$ cat config.mk
export PLATFORM = sky130hd
export DESIGN_NAME = neighbour_mask_autotile
export DESIGN_NICKNAME = d
export VERILOG_FILES = /design/src/nma_pkg.sv /design/src/nma_cell.sv /design/src/nma_line.sv /design/src/neighbour_mask_autotile.sv
export SDC_FILE = /design/constraint.sdc
export NUM_CORES = 2
export LEC_CHECK = 0
export ABC_AREA = 1
export BUFFER_PORTS_ARGS = -buffer_cell sky130_fd_sc_hd__buf_4
export CAP_MARGIN = 25
export CELL_PAD_IN_SITES_DETAIL_PLACEMENT = 1
export CELL_PAD_IN_SITES_GLOBAL_PLACEMENT = 2
export CORE_UTILIZATION = 42
export DETAILED_ROUTE_END_ITERATION = 6
export PLACE_DENSITY_LB_ADDON = 0.1
export SYNTH_ARGS = -nofsm -noshare
export SYNTH_HDL_FRONTEND = slang
export SYNTH_SLANG_ARGS = --single-unit
export TNS_END_PERCENT = 10
$ cat constraint.sdc
create_clock -name clock -period 36.2 [get_ports clock]
set_input_delay 1.81 -clock clock [delete_from_list [all_inputs] [get_ports clock]]
set_output_delay 1.81 -clock clock [all_outputs]
set_load 0.02 [all_outputs]
$ cat src/nma_pkg.sv
// ---------------------------------------------------------------------------
// nma_pkg: shared types and constants for the neighbour mask autotiler
// Transfer payloads, register indexes and the control bundle that drives
// the row delay lines.
// ---------------------------------------------------------------------------
package nma_pkg;

   // Configuration register indexes
   localparam int CSR_INDEX_BITS = 3;
   localparam logic [CSR_INDEX_BITS-1:0] CSR_ROW_WIDTH   = 3'd0;
   localparam logic [CSR_INDEX_BITS-1:0] CSR_MATCH_VALUE = 3'd1;
   localparam logic [CSR_INDEX_BITS-1:0] CSR_TABLE_WORD0 = 3'd2;
   localparam logic [CSR_INDEX_BITS-1:0] CSR_TABLE_WORD1 = 3'd3;
   localparam logic [CSR_INDEX_BITS-1:0] CSR_TABLE_WORD2 = 3'd4;
   localparam logic [CSR_INDEX_BITS-1:0] CSR_TABLE_WORD3 = 3'd5;

   localparam int CSR_DATA_BITS = 64;
   localparam int FIELD_BITS    = 16;
   localparam int WIDTH_BITS    = 6;
   localparam int TABLE_WORDS   = 4;

   // Register reset values
   localparam logic [WIDTH_BITS-1:0] ROW_WIDTH_RESET = 6'd32;

   // Input transfer payload
   typedef struct packed {
      logic signed [FIELD_BITS-1:0] tile_in;
      logic                         last_tile;
   } req_data_type;

   // Result transfer payload
   typedef struct packed {
      logic signed [FIELD_BITS-1:0] tile_out;
      logic                         is_last;
   } rsp_data_type;

   // Control for a row delay line: shift strobe and active row length
   typedef struct packed {
      logic                  shift;
      logic [WIDTH_BITS-1:0] width;
   } line_ctrl_type;

endpackage

$ cat src/nma_cell.sv
// ---------------------------------------------------------------------------
// nma_cell: one tile slot of a row delay line
// On a shift the slot loads either its upstream neighbor or, when it is
// the head of the active row length, the new tile.
// ---------------------------------------------------------------------------
module nma_cell #(
   parameter int WIDTH = 16
) (
   input  logic             clock,
   input  logic             shift,
   input  logic             head,
   input  logic [WIDTH-1:0] shift_data,
   input  logic [WIDTH-1:0] load_data,
   output logic [WIDTH-1:0] cell_q
);

   logic [WIDTH-1:0] q_ff;
   logic [WIDTH-1:0] q_in;

   // Pick upstream or injected tile
   always_comb begin
      q_in = head ? load_data : shift_data;
   end

   always_ff @(posedge clock) begin
      if (shift) begin
         q_ff <= q_in;
      end
   end

   assign cell_q = q_ff;

endmodule

$ cat src/nma_line.sv
// ---------------------------------------------------------------------------
// nma_line: programmable-length row delay line
// A chain of cells; the new tile enters at the cell that sits row-width
// slots from the tail, so a tile reaches the tail after one row of shifts.
// ---------------------------------------------------------------------------
module nma_line #(
   parameter int DEPTH = 32,
   parameter int WIDTH = 16
) (
   input  logic                  clock,
   input  nma_pkg::line_ctrl_type ctrl,
   input  logic [WIDTH-1:0]      line_data,
   output logic [WIDTH-1:0]      tail,
   output logic [WIDTH-1:0]      tail_prev
);
   import nma_pkg::*;

   logic [WIDTH-1:0] slot_q [DEPTH];

   // Cell k is the head when the row length equals its distance to the tail
   for (genvar k = 0; k < DEPTH; k++) begin : g_cell
      logic             head;
      logic [WIDTH-1:0] upstream;

      assign head = (ctrl.width == WIDTH_BITS'(DEPTH - k));
      if (k == 0) begin : g_first
         assign upstream = line_data;
      end else begin : g_rest
         assign upstream = slot_q[k-1];
      end

      nma_cell #(
         .WIDTH(WIDTH)
      ) u_cell (
         .clock     (clock),
         .shift     (ctrl.shift),
         .head      (head),
         .shift_data(upstream),
         .load_data (line_data),
         .cell_q    (slot_q[k])
      );
   end

   // Fixed taps at the tail
   assign tail = slot_q[DEPTH-1];
   if (DEPTH >= 2) begin : g_prev
      assign tail_prev = slot_q[DEPTH-2];
   end else begin : g_prev_single
      assign tail_prev = slot_q[DEPTH-1];
   end

endmodule

$ cat src/neighbour_mask_autotile.sv
// ---------------------------------------------------------------------------
// neighbour_mask_autotile: four-neighbour bitmask autotiler
// Streams a tile map in raster order and replaces matching tiles by table
// entries picked from the top/right/bottom/left match code.
// ---------------------------------------------------------------------------
// While a map streams in, the block takes one tile per cycle when its output
// register is free or being taken, and returns results one row behind the
// input. The tile marked last is followed by a flush as long as the effective
// row length, during which the input is stalled and filler tiles reading
// as -1 push the two row delay lines forward so the held rows drain; a map
// of one row therefore returns all its results during the flush. A tile may
// be taken in the same cycle as the previous result when the output register
// is free or being taken. Writing row_width restarts the map at the first row.
module neighbour_mask_autotile #(
   parameter int MAX_ROW_WIDTH = 32,
   parameter int TILE_BITS     = 16
) (
   input  logic                                  clock,
   input  logic                                  reset,
   input  logic                                  req_valid,
   output logic                                  req_stall,
   input  nma_pkg::req_data_type                 req_data,
   output logic                                  rsp_valid,
   input  logic                                  rsp_stall,
   output nma_pkg::rsp_data_type                 rsp_data,
   input  logic                                  csr_valid,
   output logic                                  csr_ready,
   input  logic [nma_pkg::CSR_INDEX_BITS-1:0]    csr_index,
   input  logic [nma_pkg::CSR_DATA_BITS-1:0]     csr_data
);
   import nma_pkg::*;

   localparam logic [WIDTH_BITS-1:0] MaxWidth = WIDTH_BITS'(MAX_ROW_WIDTH);
   localparam logic [TILE_BITS-1:0]  Outside  = '1;

   // Configuration registers
   logic [WIDTH_BITS-1:0]    row_width_ff;
   logic signed [FIELD_BITS-1:0] match_ff;
   logic [CSR_DATA_BITS-1:0] table_ff [TABLE_WORDS];

   // Position and flush control
   logic [WIDTH_BITS-1:0] col_ff,   col_in;
   logic [1:0]            phase_ff, phase_in;
   logic                  flush_ff, flush_in;
   logic [WIDTH_BITS-1:0] flush_count_ff, flush_count_in;

   // Output register
   logic         rsp_valid_ff, rsp_valid_in;
   rsp_data_type rsp_data_ff,  rsp_data_in;

   logic                  width_write;
   logic [WIDTH_BITS-1:0] eff_width;
   logic                  can_load;
   logic                  step;
   logic                  emit;
   logic [TILE_BITS-1:0]  step_tile;
   logic [TILE_BITS-1:0]  match_w;
   logic [TILE_BITS-1:0]  center, right_n, left_n, top_n;
   logic [TILE_BITS-1:0]  a_tail, a_tail_prev, b_tail;
   logic [TILE_BITS-1:0]  left_ff;
   logic [3:0]            code;
   logic [FIELD_BITS-1:0] entry;
   logic [TILE_BITS-1:0]  result;
   line_ctrl_type         line_ctrl;

   assign csr_ready   = 1'b1;
   assign width_write = csr_valid && (csr_index == CSR_ROW_WIDTH);

   // Row length after clamping out-of-range values
   always_comb begin
      if (row_width_ff == '0) begin
         eff_width = WIDTH_BITS'(1);
      end else if (row_width_ff > MaxWidth) begin
         eff_width = MaxWidth;
      end else begin
         eff_width = row_width_ff;
      end
   end

   // Configuration writes
   always_ff @(posedge clock) begin
      if (reset) begin
         row_width_ff <= ROW_WIDTH_RESET;
         match_ff     <= '0;
         for (int i = 0; i < TABLE_WORDS; i++) begin
            table_ff[i] <= '0;
         end
      end else if (csr_valid) begin
         unique case (csr_index)
            CSR_ROW_WIDTH:   row_width_ff <= csr_data[WIDTH_BITS-1:0];
            CSR_MATCH_VALUE: match_ff     <= csr_data[FIELD_BITS-1:0];
            CSR_TABLE_WORD0: table_ff[0]  <= csr_data;
            CSR_TABLE_WORD1: table_ff[1]  <= csr_data;
            CSR_TABLE_WORD2: table_ff[2]  <= csr_data;
            CSR_TABLE_WORD3: table_ff[3]  <= csr_data;
            default: ;
         endcase
      end
   end

   // Step: a new tile or a filler tile of the flush
   assign can_load  = !rsp_valid_ff || !rsp_stall;
   assign step      = can_load && (flush_ff || req_valid);
   assign req_stall = flush_ff || !can_load;
   assign step_tile = flush_ff ? Outside : TILE_BITS'(req_data.tile_in);
   assign emit      = step && (phase_ff != 2'd0);

   assign line_ctrl.shift = step;
   assign line_ctrl.width = eff_width;

   // Current row line and the line one row further back
   nma_line #(
      .DEPTH(MAX_ROW_WIDTH),
      .WIDTH(TILE_BITS)
   ) u_line_a (
      .clock    (clock),
      .ctrl     (line_ctrl),
      .line_data(step_tile),
      .tail     (a_tail),
      .tail_prev(a_tail_prev)
   );

   nma_line #(
      .DEPTH(MAX_ROW_WIDTH),
      .WIDTH(TILE_BITS)
   ) u_line_b (
      .clock    (clock),
      .ctrl     (line_ctrl),
      .line_data(a_tail),
      .tail     (b_tail),
      .tail_prev()
   );

   // Left neighbor: the tile that just left the current row line
   always_ff @(posedge clock) begin
      if (step) begin
         left_ff <= a_tail;
      end
   end

   // Neighbors with map-edge handling
   assign match_w = TILE_BITS'(match_ff);
   assign center  = a_tail;
   assign top_n   = (phase_ff == 2'd2) ? b_tail : Outside;
   assign right_n = (col_ff != eff_width - WIDTH_BITS'(1)) ? a_tail_prev : Outside;
   assign left_n  = (col_ff != '0) ? left_ff : Outside;

   // Match code and table lookup
   always_comb begin
      code[0] = (top_n == match_w);
      code[1] = (right_n == match_w);
      code[2] = (step_tile == match_w);
      code[3] = (left_n == match_w);
      entry   = table_ff[code[3:2]][{code[1:0], 4'd0} +: FIELD_BITS];
      if (center == match_w) begin
         result = TILE_BITS'(signed'(entry));
      end else begin
         result = center;
      end
   end

   // Column, row phase and flush tracking
   always_comb begin
      col_in         = col_ff;
      phase_in       = phase_ff;
      flush_in       = flush_ff;
      flush_count_in = flush_count_ff;
      if (width_write) begin
         col_in   = '0;
         phase_in = '0;
         flush_in = 1'b0;
      end else if (step) begin
         if (col_ff == eff_width - WIDTH_BITS'(1)) begin
            col_in = '0;
            if (phase_ff != 2'd2) begin
               phase_in = phase_ff + 2'd1;
            end
         end else begin
            col_in = col_ff + WIDTH_BITS'(1);
         end
         if (flush_ff) begin
            flush_count_in = flush_count_ff - WIDTH_BITS'(1);
            if (flush_count_ff == WIDTH_BITS'(1)) begin
               col_in   = '0;
               phase_in = '0;
               flush_in = 1'b0;
            end
         end else if (req_data.last_tile) begin
            flush_in       = 1'b1;
            flush_count_in = eff_width;
         end
      end
   end

   // Output register
   always_comb begin
      rsp_valid_in = rsp_valid_ff && rsp_stall;
      rsp_data_in  = rsp_data_ff;
      if (emit) begin
         rsp_valid_in         = 1'b1;
         rsp_data_in.tile_out = FIELD_BITS'(result);
         rsp_data_in.is_last  = flush_ff && (flush_count_ff == WIDTH_BITS'(1));
      end
   end

   always_ff @(posedge clock) begin
      if (reset) begin
         col_ff         <= '0;
         phase_ff       <= '0;
         flush_ff       <= 1'b0;
         flush_count_ff <= '0;
         rsp_valid_ff   <= 1'b0;
      end else begin
         col_ff         <= col_in;
         phase_ff       <= phase_in;
         flush_ff       <= flush_in;
         flush_count_ff <= flush_count_in;
         rsp_valid_ff   <= rsp_valid_in;
      end
   end

   always_ff @(posedge clock) begin
      rsp_data_ff <= rsp_data_in;
   end

   assign rsp_valid = rsp_valid_ff;
   assign rsp_data  = rsp_data_ff;

endmodule

==> Yosys cells after proc, flatten, opt, wreduce, memory -nomap -nowiden <==
Memories as Yosys holds them, arrays and structs flattened.
Cells that the tools add are included.
{ "word_totals": {"n_memories": 1, "romBits": 0, "mem_bits_rw": 256, "regBits": 1079, "wordCells": 255, "output_inout_bits": 20, "latch_bits": 0} }
{ "classes": {"muxes": 104, "reduce_logical": 20, "order_cmp": 1, "add_sub_neg": 4, "bitwise": 5, "n_mul": 0, "n_shift": 1, "eq_ne": 46, "div": 0} }
{ "mem_list": {"columns": ["name", "words", "width", "rd", "rd_ports_with_merged_regs", "wr", "line", "source"], "rows": [
  ["table_ff", 4, 64, 1, 0, 4, "neighbour_mask_autotile.sv:39", "logic [CSR_DATA_BITS-1:0] table_ff [TABLE_WORDS];"]
]} }
{ "ops": {"columns": ["cell", "n"], "rows": [
  ["$mux W16", 67],
  ["$mux W64", 4],
  ["$eq A6 B5 Y1 const B", 16],
  ["$eq A16 B16 Y1", 5],
  ["$shiftx A64 B7 Y16", 1],
  ["$eq A6 B4 Y1 const B", 8],
  ["$mux W6", 7],
  ["$eq A6 B3 Y1 const B", 4],
  ["$mux W1", 22],
  ["$eq A6 B1 Y1 const B", 2],
  ["$eq A6 B2 Y1 const B", 2],
  ["$sub A6 B1 Y6 const B", 2],
  ["$mux W2", 4],
  ["$add A6 B1 Y6 const B", 1],
  ["$eq A3 B2 Y1 const B", 2],
  ["$eq A3 B3 Y1 const B", 2],
  ["$eq A6 B6 Y1", 1],
  ["$gt A6 B6 Y1 const B", 1],
  ["$logic_not A6 Y1", 1],
  ["$ne A6 B6 Y1", 1],
  ["$reduce_bool A6 Y1", 1],
  ["$logic_and A1 B1 Y1", 5],
  ["$or A1 B1 Y1", 4],
  ["$reduce_and A2 Y1", 2],
  ["other kinds (11)", 16]
]} }

==> Depth between registers and ports, before layout <==
{ "depth": {"ltp_word": 9, "mapped_depth": 25, "mapped_depth_nobuf": 24} }

==> Hierarchy <==
Synthesis repeated with hierarchy kept, for this count alone.
{ "hier_totals": {"cells_unflattened": 6299, "hier_area_um2": 63583.5} }
{ "modules_own_cells": {"columns": ["mod", "n_inst", "area_each_um2", "cells_per_inst"], "rows": [
  ["nma_cell", 64, 724.4, 68],
  ["neighbour_mask_autotile", 1, 16648.5, 1809],
  ["nma_line", 2, 285.3, 69]
]} }

==> Worst setup path before layout <==
No wires, ideal clock.
{ "synth_path": {"path_type": "input port to flip-flop", "from": "in rsp_stall", "to": "reg flush_count_ff[2]", "setup_time_ps": 70, "n_path_buf": 0, "arrival_time_ps": 26026, "setup_slack_ps": 10104, "stages": 9, "path_cell_list": "nand2_1 > o21ai_1 > inv_1 > o21ai_0 > nor2_1 > clkinv_1 > a21oi_1 > o21ai_0 > a21oi_1"} }
{ "synth_via": {"elab_chain_len": 4} }
{ "synth_rtl": {"columns": ["item", "line", "source"], "rows": [
  ["start: declaration", "neighbour_mask_autotile.sv:24", "input logic rsp_stall,"],
  ["$logic_not A1 Y1", "neighbour_mask_autotile.sv:102", "assign can_load = !rsp_valid_ff || !rsp_stall;"],
  ["$logic_or A1 B1 Y1", "neighbour_mask_autotile.sv:102", null],
  ["$logic_and A1 B1 Y1", "neighbour_mask_autotile.sv:103", "assign step = can_load && (flush_ff || req_valid);"],
  ["named net step", "neighbour_mask_autotile.sv:54", "logic step;"],
  ["$reduce_and A3 Y1 (no line)", null, null],
  ["end signal: assignment", "neighbour_mask_autotile.sv:217", "flush_count_ff <= flush_count_in;"],
  ["end: declaration", "neighbour_mask_autotile.sv:45", "logic [WIDTH_BITS-1:0] flush_count_ff, flush_count_in;"]
]} }
The timed path passes the listed nets, and every way through them passes these cells.
A chain may end at the register's enable or synchronous reset.

==> Worst setup path in the final report <==
{ "layout_path": {"from": "in req_data[14] in the netlist's numbering", "to": "reg rsp_data_ff (netlist bit rsp_data[11]), data pin"} }
{ "layout_via": {"elab_chain_len": 5} }
{ "layout_rtl": {"columns": ["item", "line", "source"], "rows": [
  ["start: declaration", "neighbour_mask_autotile.sv:22", "input nma_pkg::req_data_type req_data,"],
  ["$mux W16", "neighbour_mask_autotile.sv:105", "assign step_tile = flush_ff ? Outside : TILE_BITS'(req_data.tile_in);"],
  ["$eq A16 B16 Y1", "neighbour_mask_autotile.sv:152", "code[2] = (step_tile == match_w);"],
  ["$mem_v2 Z4 W64", null, null],
  ["$shiftx A64 B7 Y16", "neighbour_mask_autotile.sv:154", "entry = table_ff[code[3:2]][{code[1:0], 4'd0} +: FIELD_BITS];"],
  ["$mux W16", "neighbour_mask_autotile.sv:155", "if (center == match_w) begin"],
  ["named net result[10]", "neighbour_mask_autotile.sv:63", "logic [TILE_BITS-1:0] result;"],
  ["end signal: assignment", "neighbour_mask_autotile.sv:223", "rsp_data_ff <= rsp_data_in;"],
  ["end: declaration", "neighbour_mask_autotile.sv:49", "rsp_data_type rsp_data_ff, rsp_data_in;"]
]} }
The timed path passes the listed nets, and every way through them passes these cells.

==> flow_metrics.tcl <==
set metrics [dict create \
    status "complete, no violations" \
    maxClockFrequency_mhz 201 \
    n_antenna_cell 0 \
    post_cts_resize_count 0 \
    maxcap_viol_count 0 \
    final.setup_skew_ps 19.3 \
    global_route.overflow_total 0 \
    synthesis.instances 5465 \
    max_stage_delay_ps 820 \
    total_power_w 0.00364 \
    worst-r2r-cell-count 16 \
    grt_util_all_layers_pct 23.3 \
    power.static_leakage_nw 26.3 \
    count_of_final_setup_violators 0 \
    clock_tree_from_tritoncts "built" \
    gp_routability_congestion 0.848 \
    post_synth.cell_area_avg_um2 10.5 \
    clockBufferDepth 3 \
    mappedNetlistArea_um2 57600 \
    timing.critical_path.fanout_max 82 \
    timing.critical_path.from_type "input pin" \
    core-area_um2 136000 \
    synth_fp_nets 5566 \
    die-height_um 372 \
    clk_root_buffer_cell "sky130_fd_sc_hd__clkbuf_16" \
    tns_ps 0 \
    number_of_drc_violations_after_detailed_routing_iteration_0 3191 \
    min_from "phase_ff[0]$_SDFFE_PP0P_" \
    min_period_over_period_pct 13.8 \
    grt_pass1_wl_mm 246 \
    min_to "phase_ff[0]$_SDFFE_PP0P_" \
    clk_pin_slew_ps 60 \
    post-cts-setup-buffers 0 \
    hold_path.class "reg2reg" \
    regToRegStartpoint "flush_ff$_SDFFE_PP0P_" \
    worstPathRequired_ps 36830 \
    die_area_um2 139000 \
    post_synth_num_cell_types 39 \
    detail_route.vias_per_cell 5.40 \
    clock-sinks 1335 \
    grt_antenna_before_repair 5 \
    number_of_synthesized_flops_with_an_enable_pin 1297 \
    worst_hold_path.num_cells 2 \
    cp_cell_instances "buf_4 -> nor2_4 -> xor2_1 -> nand4_1 -> nor2_4 -> buf_4 -> buf_4 -> nand3_1 -> nand2_1 -> inv_1 -> nand2_1 -> nand3_1 -> nand2_1 -> clkinv_1 -> nand3_1 -> nand3_1 -> nand2_1" \
    first_global_vias 39800 \
    cts_htree_levels 4 \
    synth.most_common_cell "sky130_fd_sc_hd__nand2_1" \
    async_sr_flop_fraction_pct 0 \
    fin_crit_ps 4990 \
    initial_utilization_pct 42.4 \
    dp_slack_ps 30420 \
    die-width_um 372 \
    synth_area_leaders "sky130_fd_sc_hd__edfxtp_1, sky130_fd_sc_hd__nand2_1, sky130_fd_sc_hd__o21ai_0, sky130_fd_sc_hd__nand3_1, sky130_fd_sc_hd__nor2_1" \
    relSlewSlack_pct 22.7 \
    worst-setup-path-type "in2reg" \
    std_cell_rows 135 \
    crit-reg2reg-capture "rsp_data[11]$_DFFE_PP_" \
    synthTopCellsByCount "sky130_fd_sc_hd__nand2_1, sky130_fd_sc_hd__edfxtp_1, sky130_fd_sc_hd__o21ai_0" \
    setup.reg_to_reg.worst_slack_ps 31590 \
    grt_setup_unrepaired "false" \
    grt_start_max_net_pins 191 \
    io_pins 109 \
    remaining_drc_errors 0 \
    nets 5522 \
    fin_ws_ps 31210 \
    power.density_nw_per_um2 56.2 \
    io_buffers 107 \
    critical-path-slowest-cell "sky130_fd_sc_hd__buf_4" \
    drt_wl_total_mm 160 \
    setup.worst_path.end_class "flip-flop" \
    drive_above_1_share_pct 8.67 \
    cts_hold_repair.buffers 0 \
    ant_nets 0 \
    wl_per_cell_um 21.9 \
    synth.yosys.warnings 0 \
    finalMaxSlewViolations 0 \
    yosysSeqAreaShare_pct 69.0 \
    place_hpwl_mm 90.7 \
    clk_latency_ps 770 \
    hold_viol 0 \
    utilization_pct 47.6 \
    register_bit_total_from_synthesis 1335 \
    tightest_slew_ps 1160 \
    vdd_ir_drop_max_uv 46.4 \
    tritoncts.num_buffers 149 \
    synth_top_area_share_pct 67.6 \
    via_count 39500 \
    flip_flop_cell_with_the_highest_count_after_synthesis "sky130_fd_sc_hd__edfxtp_1" \
    synthDominantAreaCellType "sky130_fd_sc_hd__edfxtp_1" \
    syn_to_final_growth_pct 12.4 \
    drt_pre_antenna_iters 5 \
    critPathArrivalTime_ps 5610 \
]
metrics by stage:
step | hold WS [ps] | std cells | instance area, um^2
4_1_cts | 491 | 7308 | 64600
5_1_grt | 525 | 7315 | 64700
2_1_floorplan | 459 | 5465 | 57600
3_3_place_gp | 473 | 7039 | 60000
6_report | 488 | 7315 | 64700
3_5_place_dp | 482 | 7044 | 60100
sequential cells by signal, indices dropped and copies added, names as in the netlist:
| signal | count |
|---|---|
| rsp_data | 17 |
| flush_ff | 1 |
| u_line_b.g_cell.u_cell.cell_q | 512 |
| table_ff | 256 |
| rsp_valid | 1 |
| u_line_a.g_cell.u_cell.cell_q | 512 |
| phase_ff | 2 |
| col_ff | 6 |
| match_ff | 16 |
| row_width_ff | 6 |
| flush_count_ff | 6 |
cell families after synthesis:
kind of cell	synth area share [%]
simple gates	15.8
flops	69.0
compound gates	9.33
buf+inv	4.70
xor+xnor	0.928
fa+ha+maj	0.261
other cells	0.00651
worst max-delay path, delay by kind of cell:
family                 cells  cell delay [ps]
AND/OR/NAND/NOR           11             1830
XOR/XNOR                   1              200
buffers and inverters      5             1690
placed cells by master (no fill, tap or decap), types with 3 or more instances in the layout:
cell type                   instances
sky130_fd_sc_hd__inv_1            270
sky130_fd_sc_hd__bufinv_16          6
sky130_fd_sc_hd__buf_12             4
sky130_fd_sc_hd__nor4_1             3
sky130_fd_sc_hd__clkinv_1          40
sky130_fd_sc_hd__o21ai_0          989
sky130_fd_sc_hd__nand2_1         1586
sky130_fd_sc_hd__nand3_2           14
sky130_fd_sc_hd__xnor2_1           14
sky130_fd_sc_hd__nand4_1           15
sky130_fd_sc_hd__buf_8              3
sky130_fd_sc_hd__dfxtp_1           37
sky130_fd_sc_hd__clkinv_2          19
sky130_fd_sc_hd__ha_1              12
sky130_fd_sc_hd__inv_6              7
sky130_fd_sc_hd__inv_2              7
sky130_fd_sc_hd__nand3_1          268
sky130_fd_sc_hd__nand2_2           20
sky130_fd_sc_hd__buf_4            197
sky130_fd_sc_hd__a21oi_1           67
sky130_fd_sc_hd__nor2_2            13
sky130_fd_sc_hd__clkinv_8           3
sky130_fd_sc_hd__buf_16             5
sky130_fd_sc_hd__nor2_4            12
sky130_fd_sc_hd__a221oi_1           3
sky130_fd_sc_hd__clkbuf_16        152
sky130_fd_sc_hd__nor2_1           348
sky130_fd_sc_hd__nor3_1             5
sky130_fd_sc_hd__clkbuf_1          45
sky130_fd_sc_hd__xor2_1            47
sky130_fd_sc_hd__nand2_4            4
sky130_fd_sc_hd__edfxtp_1        1297
cell type report:
cell class / count / area (um^2)
clock buffer: 198 / 3990
clock inverter: 66 / 526
fill: 14600 / 71100
inverter: 290 / 1100
multi-input combinational: 3436 / 15400
sequential: 1335 / 39700
tap: 1781 / 2230
timing repair buffer: 209 / 1740
per-layer routing:
layer	routed length, um	global-route usage, %
met1	76600	33.9
met2	74100	37.1
met3	6450	2.84
met4	2850	5.39
met5	0	0
report_power, final:
part,switching [W],leakage (nW),internal (W),total [W]
sequential,0.0000519,13.1,0.00188,0.00193
combinational,0.000189,11.1,0.0000792,0.000268
clock,0.000620,2.20,0.000816,0.00144
worst max-delay path by stage:
| stage | start | to | slack (ps) | cells past startpoint |
|---|---|---|---|---|
| 3_3_place_gp | req_data[7] | rsp_data[11]$_DFFE_PP_ | 30470 | 17 |
| 5_1_grt | req_data[7] | rsp_data[11]$_DFFE_PP_ | 30870 | 17 |
| 4_1_cts | req_data[14] | rsp_data[11]$_DFFE_PP_ | 31230 | 17 |
| 3_5_place_dp | req_data[14] | rsp_data[11]$_DFFE_PP_ | 30420 | 17 |
| 2_1_floorplan | rsp_stall | flush_count_ff[2]$_SDFFE_PP0P_ | 10100 | 9 |
| 6_report | req_data[14] | rsp_data[11]$_DFFE_PP_ | 31210 | 17 |
(Power assumes the default switching activity.)
